===== config.mk =====
export PLATFORM = sky130hd
export DESIGN_NAME = five_channel_kalman_sensor_conditioner
export DESIGN_NICKNAME = d
export VERILOG_FILES = /design/src/hdl/kscd_pkg.sv /design/src/hdl/kscd_div.sv /design/src/hdl/kscd_mul.sv /design/src/hdl/five_channel_kalman_sensor_conditioner.sv
export VERILOG_INCLUDE_DIRS = /design/src /design/src/hdl
export SDC_FILE = /design/constraint.sdc
export NUM_CORES = 2
export LEC_CHECK = 0
export ABC_AREA = 1
export BUFFER_PORTS_ARGS = -buffer_cell sky130_fd_sc_hd__buf_2
export CAP_MARGIN = 20
export CORE_MARGIN = 1.5
export CORE_UTILIZATION = 60
export CTS_CLUSTER_DIAMETER = 80
export DETAILED_ROUTE_END_ITERATION = 7
export PLACE_DENSITY = 0.76
export SLEW_MARGIN = 30
export SYNTH_ARGS = -nofsm -noshare
export SYNTH_HDL_FRONTEND = slang
export SYNTH_HIERARCHICAL = 1
export SYNTH_SLANG_ARGS = --single-unit

===== constraint.sdc =====
create_clock -name clk_i -period 15.45 [get_ports clk_i]
set_input_delay 3.09 -clock clk_i [delete_from_list [all_inputs] [get_ports clk_i]]
set_output_delay 3.09 -clock clk_i [all_outputs]
set_load 0.01 [all_outputs]

===== src/hdl/five_channel_kalman_sensor_conditioner_macros.svh =====
// Assertion macros for the Kalman sensor conditioner; clk_i and rst_ni must be in scope.
`ifndef FIVE_CHANNEL_KALMAN_SENSOR_CONDITIONER_MACROS_SVH
`define FIVE_CHANNEL_KALMAN_SENSOR_CONDITIONER_MACROS_SVH

// Consequent checked in the same cycle as the antecedent.
`define KSCD_ASSERT_NOW(lbl, ante, cons, msg) \
  lbl: assert property (@(posedge clk_i) disable iff (!rst_ni) (ante) |-> (cons)) \
    else $error(msg);

// Consequent checked in the cycle after the antecedent.
`define KSCD_ASSERT_NEXT(lbl, ante, cons, msg) \
  lbl: assert property (@(posedge clk_i) disable iff (!rst_ni) (ante) |=> (cons)) \
    else $error(msg);

`endif


===== src/hdl/kscd_pkg.sv =====
// Types and constants shared by the Kalman sensor conditioner modules.
`timescale 1ns / 1ps

package kscd_pkg;

  localparam int CHANNELS   = 5;
  localparam int MID_IDX    = CHANNELS / 2;
  localparam int SAMPLE_W   = 8;
  localparam int LVL_W      = 8;
  localparam int COV_W      = 17;
  localparam int PP_W       = COV_W + 1;
  localparam int DEN_W      = PP_W + 1;
  localparam int NOISE_W    = 16;
  localparam int THR_W      = 10;
  localparam int NORM_W     = 15;   // sample * 100 fits here
  localparam int REG_IDX_W  = 3;
  localparam int CFG_DATA_W = 16;

  localparam logic [REG_IDX_W-1:0] REG_ADC_MAX       = 3'd0;
  localparam logic [REG_IDX_W-1:0] REG_PROCESS_NOISE = 3'd1;
  localparam logic [REG_IDX_W-1:0] REG_MEASURE_NOISE = 3'd2;
  localparam logic [REG_IDX_W-1:0] REG_INIT_COV      = 3'd3;
  localparam logic [REG_IDX_W-1:0] REG_LOST_THR      = 3'd4;

  localparam logic [SAMPLE_W-1:0] ADC_MAX_RST = 8'd235;
  localparam logic [NOISE_W-1:0]  Q_RST       = 16'd66;
  localparam logic [NOISE_W-1:0]  R_RST       = 16'd35586;
  localparam logic [COV_W-1:0]    P0_RST      = 17'd1311;
  localparam logic [THR_W-1:0]    THR_RST     = 10'd100;
  localparam logic [COV_W-1:0]    COV_MAX     = 17'h1FFFF;
  localparam logic [LVL_W-1:0]    LVL_MAX     = 8'hFF;

  typedef struct packed {
    logic [SAMPLE_W-1:0] sample_far_left;
    logic [SAMPLE_W-1:0] sample_left;
    logic [SAMPLE_W-1:0] sample_mid;
    logic [SAMPLE_W-1:0] sample_right;
    logic [SAMPLE_W-1:0] sample_far_right;
  } in_beat_t;

  typedef struct packed {
    logic [LVL_W-1:0] level_far_left;
    logic [LVL_W-1:0] level_left;
    logic [LVL_W-1:0] level_mid;
    logic [LVL_W-1:0] level_right;
    logic [LVL_W-1:0] level_far_right;
    logic             lost_flag;
  } out_beat_t;

endpackage


===== src/hdl/kscd_div.sv =====
// Restoring divider, one quotient bit per cycle, with a preset partial remainder.
`timescale 1ns / 1ps

module kscd_div #(
  parameter int DVS_W = 8,
  parameter int NB    = 15
) (
  input  logic             clk_i,
  input  logic             rst_ni,
  input  logic             start_i,
  input  logic [DVS_W-1:0] rem0_i,   // must be below the divisor
  input  logic [NB-1:0]    dvd_i,    // bits shifted in, msb first
  input  logic [DVS_W-1:0] dvs_i,
  output logic [NB-1:0]    quo_o,
  output logic             done_o    // one-cycle pulse, quo_o is final
);

  localparam int CNT_W = $clog2(NB + 1);

  logic             busy_q, busy_d;
  logic [CNT_W-1:0] cnt_q, cnt_d;
  logic [DVS_W-1:0] rem_q, rem_d;
  logic [DVS_W-1:0] dvs_q, dvs_d;
  logic [NB-1:0]    dvd_q, dvd_d;
  logic [NB-1:0]    quo_q, quo_d;
  logic [DVS_W:0]   trial;
  logic [DVS_W:0]   diff;
  logic             ge;
  logic             last;
  logic             done_q;

  always_comb begin
    trial  = {rem_q, dvd_q[NB-1]};
    diff   = trial - {1'b0, dvs_q};
    ge     = trial >= {1'b0, dvs_q};
    last   = busy_q && (cnt_q == CNT_W'(1));

    busy_d = busy_q;
    cnt_d  = cnt_q;
    rem_d  = rem_q;
    dvs_d  = dvs_q;
    dvd_d  = dvd_q;
    quo_d  = quo_q;
    if (start_i) begin
      busy_d = 1'b1;
      cnt_d  = CNT_W'(NB);
      rem_d  = rem0_i;
      dvs_d  = dvs_i;
      dvd_d  = dvd_i;
      quo_d  = '0;
    end else if (busy_q) begin
      rem_d = ge ? diff[DVS_W-1:0] : trial[DVS_W-1:0];
      dvd_d = {dvd_q[NB-2:0], 1'b0};
      quo_d = {quo_q[NB-2:0], ge};
      cnt_d = cnt_q - CNT_W'(1);
      if (last) begin
        busy_d = 1'b0;
      end
    end
  end

  always_ff @(posedge clk_i or negedge rst_ni) begin
    if (!rst_ni) begin
      busy_q <= 1'b0;
      cnt_q  <= '0;
      done_q <= 1'b0;
    end else begin
      busy_q <= busy_d;
      cnt_q  <= cnt_d;
      done_q <= last;
    end
  end

  always_ff @(posedge clk_i) begin
    rem_q <= rem_d;
    dvs_q <= dvs_d;
    dvd_q <= dvd_d;
    quo_q <= quo_d;
  end

  assign quo_o  = quo_q;
  assign done_o = done_q;

endmodule


===== src/hdl/kscd_mul.sv =====
// Serial multiplier: floor(k * d / 2^(KW-1)), one bit of k per cycle, lsb first.
`timescale 1ns / 1ps

module kscd_mul #(
  parameter int DW = 25,
  parameter int KW = 17
) (
  input  logic                 clk_i,
  input  logic                 rst_ni,
  input  logic                 start_i,
  input  logic signed [DW-1:0] d_i,
  input  logic        [KW-1:0] k_i,    // at most 2^(KW-1)
  output logic signed [DW-1:0] prod_o,
  output logic                 done_o  // one-cycle pulse, prod_o is final
);

  localparam int CNT_W = $clog2(KW + 1);

  logic               busy_q, busy_d;
  logic [CNT_W-1:0]   cnt_q, cnt_d;
  logic signed [DW:0] acc_q, acc_d;
  logic signed [DW-1:0] d_q, d_d;
  logic [KW-1:0]      k_q, k_d;
  logic signed [DW:0] addend;
  logic signed [DW:0] sum;
  logic               last;
  logic               done_q;

  always_comb begin
    addend = k_q[0] ? {d_q[DW-1], d_q} : '0;
    sum    = acc_q + addend;
    last   = busy_q && (cnt_q == CNT_W'(1));

    busy_d = busy_q;
    cnt_d  = cnt_q;
    acc_d  = acc_q;
    d_d    = d_q;
    k_d    = k_q;
    if (start_i) begin
      busy_d = 1'b1;
      cnt_d  = CNT_W'(KW);
      acc_d  = '0;
      d_d    = d_i;
      k_d    = k_i;
    end else if (busy_q) begin
      // arithmetic shift keeps the floor exact; top bit of k has weight one
      acc_d = last ? sum : (sum >>> 1);
      k_d   = k_q >> 1;
      cnt_d = cnt_q - CNT_W'(1);
      if (last) begin
        busy_d = 1'b0;
      end
    end
  end

  always_ff @(posedge clk_i or negedge rst_ni) begin
    if (!rst_ni) begin
      busy_q <= 1'b0;
      cnt_q  <= '0;
      done_q <= 1'b0;
    end else begin
      busy_q <= busy_d;
      cnt_q  <= cnt_d;
      done_q <= last;
    end
  end

  always_ff @(posedge clk_i) begin
    acc_q <= acc_d;
    d_q   <= d_d;
    k_q   <= k_d;
  end

  assign prod_o = signed'(acc_q[DW-1:0]);
  assign done_o = done_q;

endmodule


===== src/hdl/five_channel_kalman_sensor_conditioner.sv =====
// Top level: five-channel scalar Kalman filter with normalization and lost-line flag.
`timescale 1ns / 1ps
`include "five_channel_kalman_sensor_conditioner_macros.svh"

// One beat in gives one beat out; the next beat is taken as soon as the engine
// has handed its result to the output register. The time is set by three
// bit-serial passes run one after another: the gain division, the estimate and
// covariance multiplies (all channels side by side) and the percent division
// (all channels side by side). Config writes are taken only while the engine is
// idle; a write of initial_covariance reloads the covariance at once, estimates
// are untouched.
module five_channel_kalman_sensor_conditioner #(
  parameter int FRAC_BITS = 16
) (
  input  logic                                clk_i,
  input  logic                                rst_ni,
  input  logic                                in_valid_i,
  output logic                                in_stall_o,
  input  kscd_pkg::in_beat_t                  in_data_i,
  output logic                                out_valid_o,
  input  logic                                out_stall_i,
  output kscd_pkg::out_beat_t                 out_data_o,
  input  logic                                cfg_valid_i,
  output logic                                cfg_ready_o,
  input  logic [kscd_pkg::REG_IDX_W-1:0]      cfg_index_i,
  input  logic [kscd_pkg::CFG_DATA_W-1:0]     cfg_data_i
);

  localparam int EW  = kscd_pkg::SAMPLE_W + FRAC_BITS;  // estimate, 8.F
  localparam int DW  = EW + 1;                          // signed innovation
  localparam int GW  = FRAC_BITS + 1;                   // gain, 0 .. 1.0
  localparam int CDW = kscd_pkg::PP_W + 1;              // signed covariance term
  localparam logic [GW-1:0] GainOne = {1'b1, {FRAC_BITS{1'b0}}};

  typedef enum logic [6:0] {
    S_IDLE   = 7'b0000001,
    S_GAIN   = 7'b0000010,
    S_MSTART = 7'b0000100,
    S_MUL    = 7'b0001000,
    S_NSTART = 7'b0010000,
    S_NORM   = 7'b0100000,
    S_DONE   = 7'b1000000
  } state_e;

  state_e state_q, state_d;

  // configuration
  logic [kscd_pkg::SAMPLE_W-1:0] adc_q;
  logic [kscd_pkg::NOISE_W-1:0]  q_q;
  logic [kscd_pkg::NOISE_W-1:0]  r_q;
  logic [kscd_pkg::THR_W-1:0]    thr_q;
  logic                          cfg_we;

  // filter state
  logic [kscd_pkg::COV_W-1:0]    cov_q, cov_d;
  logic [EW-1:0]                 est_q [kscd_pkg::CHANNELS];
  logic [EW-1:0]                 est_d [kscd_pkg::CHANNELS];

  // per-beat working registers
  logic [kscd_pkg::SAMPLE_W-1:0] smp_q [kscd_pkg::CHANNELS];
  logic [kscd_pkg::SAMPLE_W-1:0] smp_in [kscd_pkg::CHANNELS];
  logic [kscd_pkg::PP_W-1:0]     pp_q, pp_d;
  logic                          den_zero_q;
  logic [kscd_pkg::DEN_W-1:0]    den_d;
  logic [GW-1:0]                 gain_q;

  logic                          in_acc;
  logic                          out_free;
  logic                          out_valid_q;
  kscd_pkg::out_beat_t           out_q, out_d;

  // serial units
  logic [GW-1:0]                 gquo;
  logic                          gdone;
  logic                          mstart, nstart;
  logic                          mul_fin;
  logic signed [DW-1:0]          d_ch    [kscd_pkg::CHANNELS];
  logic signed [DW-1:0]          prod_ch [kscd_pkg::CHANNELS];
  logic signed [CDW-1:0]         d_cov, prod_cov;
  logic [kscd_pkg::CHANNELS:0]   mdone;     // top bit is the covariance lane
  logic [kscd_pkg::NORM_W-1:0]   ndvd [kscd_pkg::CHANNELS];
  logic [kscd_pkg::NORM_W-1:0]   nquo [kscd_pkg::CHANNELS];
  logic [kscd_pkg::CHANNELS-1:0] ndone;
  logic [kscd_pkg::SAMPLE_W-1:0] adc_eff;
  logic [kscd_pkg::LVL_W-1:0]    lvl [kscd_pkg::CHANNELS];
  logic [kscd_pkg::THR_W-1:0]    outer_sum;
  logic [kscd_pkg::PP_W-1:0]     pn;

  assign in_stall_o  = (state_q != S_IDLE);
  assign in_acc      = in_valid_i && (state_q == S_IDLE);
  assign cfg_ready_o = (state_q == S_IDLE);
  assign cfg_we      = cfg_valid_i && cfg_ready_o;
  assign out_free    = !out_valid_q || !out_stall_i;
  assign mstart      = (state_q == S_MSTART);
  assign nstart      = (state_q == S_NSTART);
  assign mul_fin     = (state_q == S_MUL) && mdone[kscd_pkg::CHANNELS];
  assign adc_eff     = (adc_q == '0) ? kscd_pkg::SAMPLE_W'(1) : adc_q;

  assign smp_in[0] = in_data_i.sample_far_left;
  assign smp_in[1] = in_data_i.sample_left;
  assign smp_in[2] = in_data_i.sample_mid;
  assign smp_in[3] = in_data_i.sample_right;
  assign smp_in[4] = in_data_i.sample_far_right;

  // predicted covariance and gain denominator
  always_comb begin
    pp_d  = kscd_pkg::PP_W'(cov_q) + kscd_pkg::PP_W'(q_q);
    den_d = kscd_pkg::DEN_W'(pp_d) + kscd_pkg::DEN_W'(r_q);
  end

  // gain = floor(pp * 2^F / den): remainder starts at pp >> 1, then pp[0] and F zeros
  kscd_div #(
    .DVS_W (kscd_pkg::DEN_W),
    .NB    (GW)
  ) u_gain_div (
    .clk_i  (clk_i),
    .rst_ni (rst_ni),
    .start_i(in_acc),
    .rem0_i (kscd_pkg::DEN_W'(pp_d[kscd_pkg::PP_W-1:1])),
    .dvd_i  ({pp_d[0], {FRAC_BITS{1'b0}}}),
    .dvs_i  (den_d),
    .quo_o  (gquo),
    .done_o (gdone)
  );

  // new P = pp - ceil(K * pp / 2^F), run as a multiply of K by -pp
  assign d_cov = -signed'({1'b0, pp_q});

  kscd_mul #(
    .DW(CDW),
    .KW(GW)
  ) u_cov_mul (
    .clk_i  (clk_i),
    .rst_ni (rst_ni),
    .start_i(mstart),
    .d_i    (d_cov),
    .k_i    (gain_q),
    .prod_o (prod_cov),
    .done_o (mdone[kscd_pkg::CHANNELS])
  );

  for (genvar gi = 0; gi < kscd_pkg::CHANNELS; gi++) begin : g_lane
    assign d_ch[gi] = signed'({1'b0, smp_q[gi], {FRAC_BITS{1'b0}}})
                    - signed'({1'b0, est_q[gi]});

    kscd_mul #(
      .DW(DW),
      .KW(GW)
    ) u_est_mul (
      .clk_i  (clk_i),
      .rst_ni (rst_ni),
      .start_i(mstart),
      .d_i    (d_ch[gi]),
      .k_i    (gain_q),
      .prod_o (prod_ch[gi]),
      .done_o (mdone[gi])
    );

    // whole part times 100 as shifts: 64 + 32 + 4
    assign ndvd[gi] =
        kscd_pkg::NORM_W'({est_q[gi][EW-1:FRAC_BITS], 6'b0})
      + kscd_pkg::NORM_W'({est_q[gi][EW-1:FRAC_BITS], 5'b0})
      + kscd_pkg::NORM_W'({est_q[gi][EW-1:FRAC_BITS], 2'b0});

    kscd_div #(
      .DVS_W(kscd_pkg::SAMPLE_W),
      .NB   (kscd_pkg::NORM_W)
    ) u_norm_div (
      .clk_i  (clk_i),
      .rst_ni (rst_ni),
      .start_i(nstart),
      .rem0_i ('0),
      .dvd_i  (ndvd[gi]),
      .dvs_i  (adc_eff),
      .quo_o  (nquo[gi]),
      .done_o (ndone[gi])
    );

    assign lvl[gi] = (|nquo[gi][kscd_pkg::NORM_W-1:kscd_pkg::LVL_W])
                   ? kscd_pkg::LVL_MAX : nquo[gi][kscd_pkg::LVL_W-1:0];
  end

  // the estimate stays between its old value and the sample, so wrapping is safe
  always_comb begin
    for (int i = 0; i < kscd_pkg::CHANNELS; i++) begin
      est_d[i] = est_q[i];
      if (mul_fin) begin
        est_d[i] = est_q[i] + prod_ch[i][EW-1:0];
      end
    end
  end

  always_comb begin
    pn    = pp_q + prod_cov[kscd_pkg::PP_W-1:0];
    cov_d = cov_q;
    if (cfg_we && cfg_index_i == kscd_pkg::REG_INIT_COV) begin
      cov_d = kscd_pkg::COV_W'(cfg_data_i);
    end else if (mul_fin) begin
      cov_d = pn[kscd_pkg::PP_W-1] ? kscd_pkg::COV_MAX : pn[kscd_pkg::COV_W-1:0];
    end
  end

  always_comb begin
    outer_sum = '0;
    for (int i = 0; i < kscd_pkg::CHANNELS; i++) begin
      if (i != kscd_pkg::MID_IDX) begin
        outer_sum = outer_sum + kscd_pkg::THR_W'(lvl[i]);
      end
    end
    out_d.level_far_left  = lvl[0];
    out_d.level_left      = lvl[1];
    out_d.level_mid       = lvl[2];
    out_d.level_right     = lvl[3];
    out_d.level_far_right = lvl[4];
    out_d.lost_flag       = outer_sum < thr_q;
  end

  always_comb begin
    state_d = state_q;
    case (state_q)
      S_IDLE:   if (in_acc) state_d = S_GAIN;
      S_GAIN:   if (gdone) state_d = S_MSTART;
      S_MSTART: state_d = S_MUL;
      S_MUL:    if (&mdone) state_d = S_NSTART;
      S_NSTART: state_d = S_NORM;
      S_NORM:   if (&ndone) state_d = S_DONE;
      S_DONE:   if (out_free) state_d = S_IDLE;
      default:  state_d = S_IDLE;
    endcase
  end

  always_ff @(posedge clk_i or negedge rst_ni) begin
    if (!rst_ni) begin
      state_q     <= S_IDLE;
      out_valid_q <= 1'b0;
      adc_q       <= kscd_pkg::ADC_MAX_RST;
      q_q         <= kscd_pkg::Q_RST;
      r_q         <= kscd_pkg::R_RST;
      thr_q       <= kscd_pkg::THR_RST;
      cov_q       <= kscd_pkg::P0_RST;
      for (int i = 0; i < kscd_pkg::CHANNELS; i++) begin
        est_q[i] <= '0;
      end
    end else begin
      state_q <= state_d;
      cov_q   <= cov_d;
      for (int i = 0; i < kscd_pkg::CHANNELS; i++) begin
        est_q[i] <= est_d[i];
      end
      if (state_q == S_DONE && out_free) begin
        out_valid_q <= 1'b1;
      end else if (!out_stall_i) begin
        out_valid_q <= 1'b0;
      end
      if (cfg_we) begin
        case (cfg_index_i)
          kscd_pkg::REG_ADC_MAX:       adc_q <= kscd_pkg::SAMPLE_W'(cfg_data_i);
          kscd_pkg::REG_PROCESS_NOISE: q_q   <= cfg_data_i;
          kscd_pkg::REG_MEASURE_NOISE: r_q   <= cfg_data_i;
          kscd_pkg::REG_LOST_THR:      thr_q <= kscd_pkg::THR_W'(cfg_data_i);
          default: ;  // initial_covariance goes straight to cov_q
        endcase
      end
    end
  end

  always_ff @(posedge clk_i) begin
    if (in_acc) begin
      for (int i = 0; i < kscd_pkg::CHANNELS; i++) begin
        smp_q[i] <= smp_in[i];
      end
      pp_q       <= pp_d;
      den_zero_q <= (den_d == '0);
    end
    if (state_q == S_GAIN && gdone) begin
      gain_q <= den_zero_q ? '0 : gquo;
    end
    if (state_q == S_DONE && out_free) begin
      out_q <= out_d;
    end
  end

  assign out_valid_o = out_valid_q;
  assign out_data_o  = out_q;

  `KSCD_ASSERT_NOW(a_gain_le_one, state_q == S_MUL, gain_q <= GainOne, "gain above one")
  `KSCD_ASSERT_NOW(a_lanes_lockstep, state_q == S_MUL, (&mdone) || !(|mdone), "lanes out of step")
  `KSCD_ASSERT_NOW(a_cov_not_above_pp, mul_fin, pn <= pp_q, "covariance grew past prediction")
  `KSCD_ASSERT_NOW(a_out_from_done, $rose(out_valid_q), $past(state_q == S_DONE), "stray result beat")

endmodule

==> flow_summary.yaml <==
run_status:
  status: "completed"
run:
  maxCapViolations: 0
sta:
  setup_viol: 0
  whs_ps: 469.8
  fin_skew_ps: 49.33
  min_period_ps: 5148
  max_freq_ghz: 0.1943
  slew_viol_final: 0
  fin_ws_ps: 10300
  slew_headroom_pct: 31.86
  rsz0062_at_grt: "false"
  setup_tns_ps: 0
  worst_slew_pin_slew_ps: 1022
  post-route-period-util_pct: 33.32
  hold_viol_final: 0
worst_setup_path:
  crit_type: "reg2out"
  reg2reg_depth: 24
  cp.required_ps: 12360
  reg2reg_setup_slack_ps: 10340
  cp_max_fo: 6
  worst_setup_path_end_kind: "primary output"
  cp-start-kind: "flip-flop"
  arrival_ps: 2060
hold_path:
  hold_class: "reg2reg"
  min_path_cells: 2
floorplanning:
  rows: 130
  die_area_mm2: 0.1283
  die_y_um: 358.2
  io_pins: 108
  initial_core_util_pct: 60.37
  design.core.area_mm2: 0.1254
  die_width_um: 358.2
layout:
  layout.nets: 10774
  final_layout_size_suffix_gt1_share_pct: 6.622
  syn_to_final_growth_pct: 6.971
  fillers: 11084
  fin_cells: 11891
  final_cell_mix: "nand2_1 (3217), inv_1 (1594), nand3_1 (645)"
  final_area_mm2: 0.08099
  final_common_cell: "nand2_1"
detailed_routing:
  first_pass_iters: 6
  viasPerCell: 5.439
  routed_wl_um: 197400
  drc_errors: 0
  vias: 64673
  ant_nets: 0
  dr.first_iter.drc_count: 5179
  wire_per_inst_um: 16.60
cts:
  clk_path_buf_depth: 3
  htree_levels: 3
  insertion_delay_ps: 760
  post_cts_buffers: 0
  clock-root-buffer: "clkbuf_16"
  cts_hold_buf: 0
  post_cts_resized: 0
  cts_tree: "built"
  cts_buffers: 118
  cts_sinks: 1089
  clk_pin_slew_ps: 60
power:
  swShare_pct: 40.54
  seqPwrFrac_pct: 36.4
  cellLeakagePower_nw: 41.74
  comb_power_share_pct: 39.3
  power_density_mw_per_mm2: 149.9
  peakVddDrop_uv: 136.1
  power.share.clock_pct: 24.3
  p_int_mw: 7.218
  power_switching_mw: 4.922
global_routing:
  grt_pass1_wl_um: 317400
  grt.total_usage_pct: 30.63
  grt_overflow: 0
  antenna_found_initial: 7
  grt_pass1_vias: 61967
  grt_max_degree: 122
placement:
  gp_congestion: 0.9596
  post-place-cells: 11660
  dpl_cell_area_mm2: 0.07688
  dp_hpwl_um: 148600
  dp_slack_ps: 9919
  port_buffers: 107
synth:
  syn_area_mm2: 0.07571
  synth_warnings: 6
  synth_cells: 10137
  avgSynthCellArea_um2: 7.469
## registers in the layout, indices dropped and copies added, names as in the netlist, 20 cells and up
signal,flops
smp_q,40
g_lane.u_est_mul/d_q,125
g_lane.u_norm_div/dvd_q,75
u_cov_mul/acc_q,20
g_lane.u_norm_div/rem_q,40
g_lane.u_norm_div/cnt_q,20
g_lane.u_norm_div/quo_o,75
g_lane.u_est_mul/cnt_q,25
est_q,120
g_lane.u_norm_div/dvs_q,40
g_lane.u_est_mul/acc_q,130
g_lane.u_est_mul/k_q,85
out_data_o,41
## stage by stage
| step | utilization, % | total power, mW |
|---|---|---|
| 4_1_cts | 64.54 | 12.13 |
| 6_report | 64.58 | 12.14 |
| 3_3_place_gp | 61.27 | 9.002 |
| 2_1_floorplan | - | 7.967 |
| 5_1_grt | 64.57 | 12.96 |
| 3_5_place_dp | 61.30 | 9.124 |
## routing by layer
metal	share of wire (%)	vias to the layer above	GRT usage, %
met5	0.015	-	0
met1	44	30194	39.87
met2	48	1735	52.49
met3	5.4	355	4.132
li1	-	32385	-
met4	3.4	4	10.25
## power by group through the flow
stage	Sequential, mW	Clock, mW	Combinational, mW
after floorplan	4.17	0	3.79
after global placement	4.44	0	4.56
after detailed placement	4.45	0	4.67
after CTS	4.40	3.01	4.71
after global routing	4.46	3.11	5.38
final	4.41	2.95	4.77
## critical path: stages, from the launching register on
cell and delay, ps:
dfrtp_1 440, inv_2 90, nand3_4 70, inv_2 80, nand4_4 320, inv_1 170
buf_2 150
## path summary, 6_finish.rpt
check                                                                    to                                        start
worst max-delay path                                            cfg_ready_o                       state_q[5]$_DFFE_PN0P_
worst min-delay path            g_lane[0].u_norm_div/quo_o[14]$_SDFFE_PP0P_  g_lane[0].u_norm_div/quo_o[14]$_SDFFE_PP0P_
worst max register to register                      out_data_o[0]$_DFFE_PP_   g_lane[1].u_norm_div/quo_o[9]$_SDFFE_PP0P_
worst min register to register  g_lane[0].u_norm_div/quo_o[14]$_SDFFE_PP0P_  g_lane[0].u_norm_div/quo_o[14]$_SDFFE_PP0P_
max in group asynchronous              g_lane[1].u_est_mul/busy_q$_DFF_PN0_                                       rst_ni
min in group asynchronous                             est_q[12]$_DFFE_PN0P_                                       rst_ni
## area by class of cell
cell class	instances	area (um^2)	area share, %
diodes	3	7.507	0.009270
clock buffers	163	3318	4.097
clock inverters	63	749.5	0.9254
inverters	1641	6170	7.618
multi-input cells	7138	38870	48.00
flip-flops and latches	1089	28940	35.73
well taps	1650	2064	2.549
repair buffers	144	865.8	1.069
Note: power is estimated with default switching activity, not from simulation.
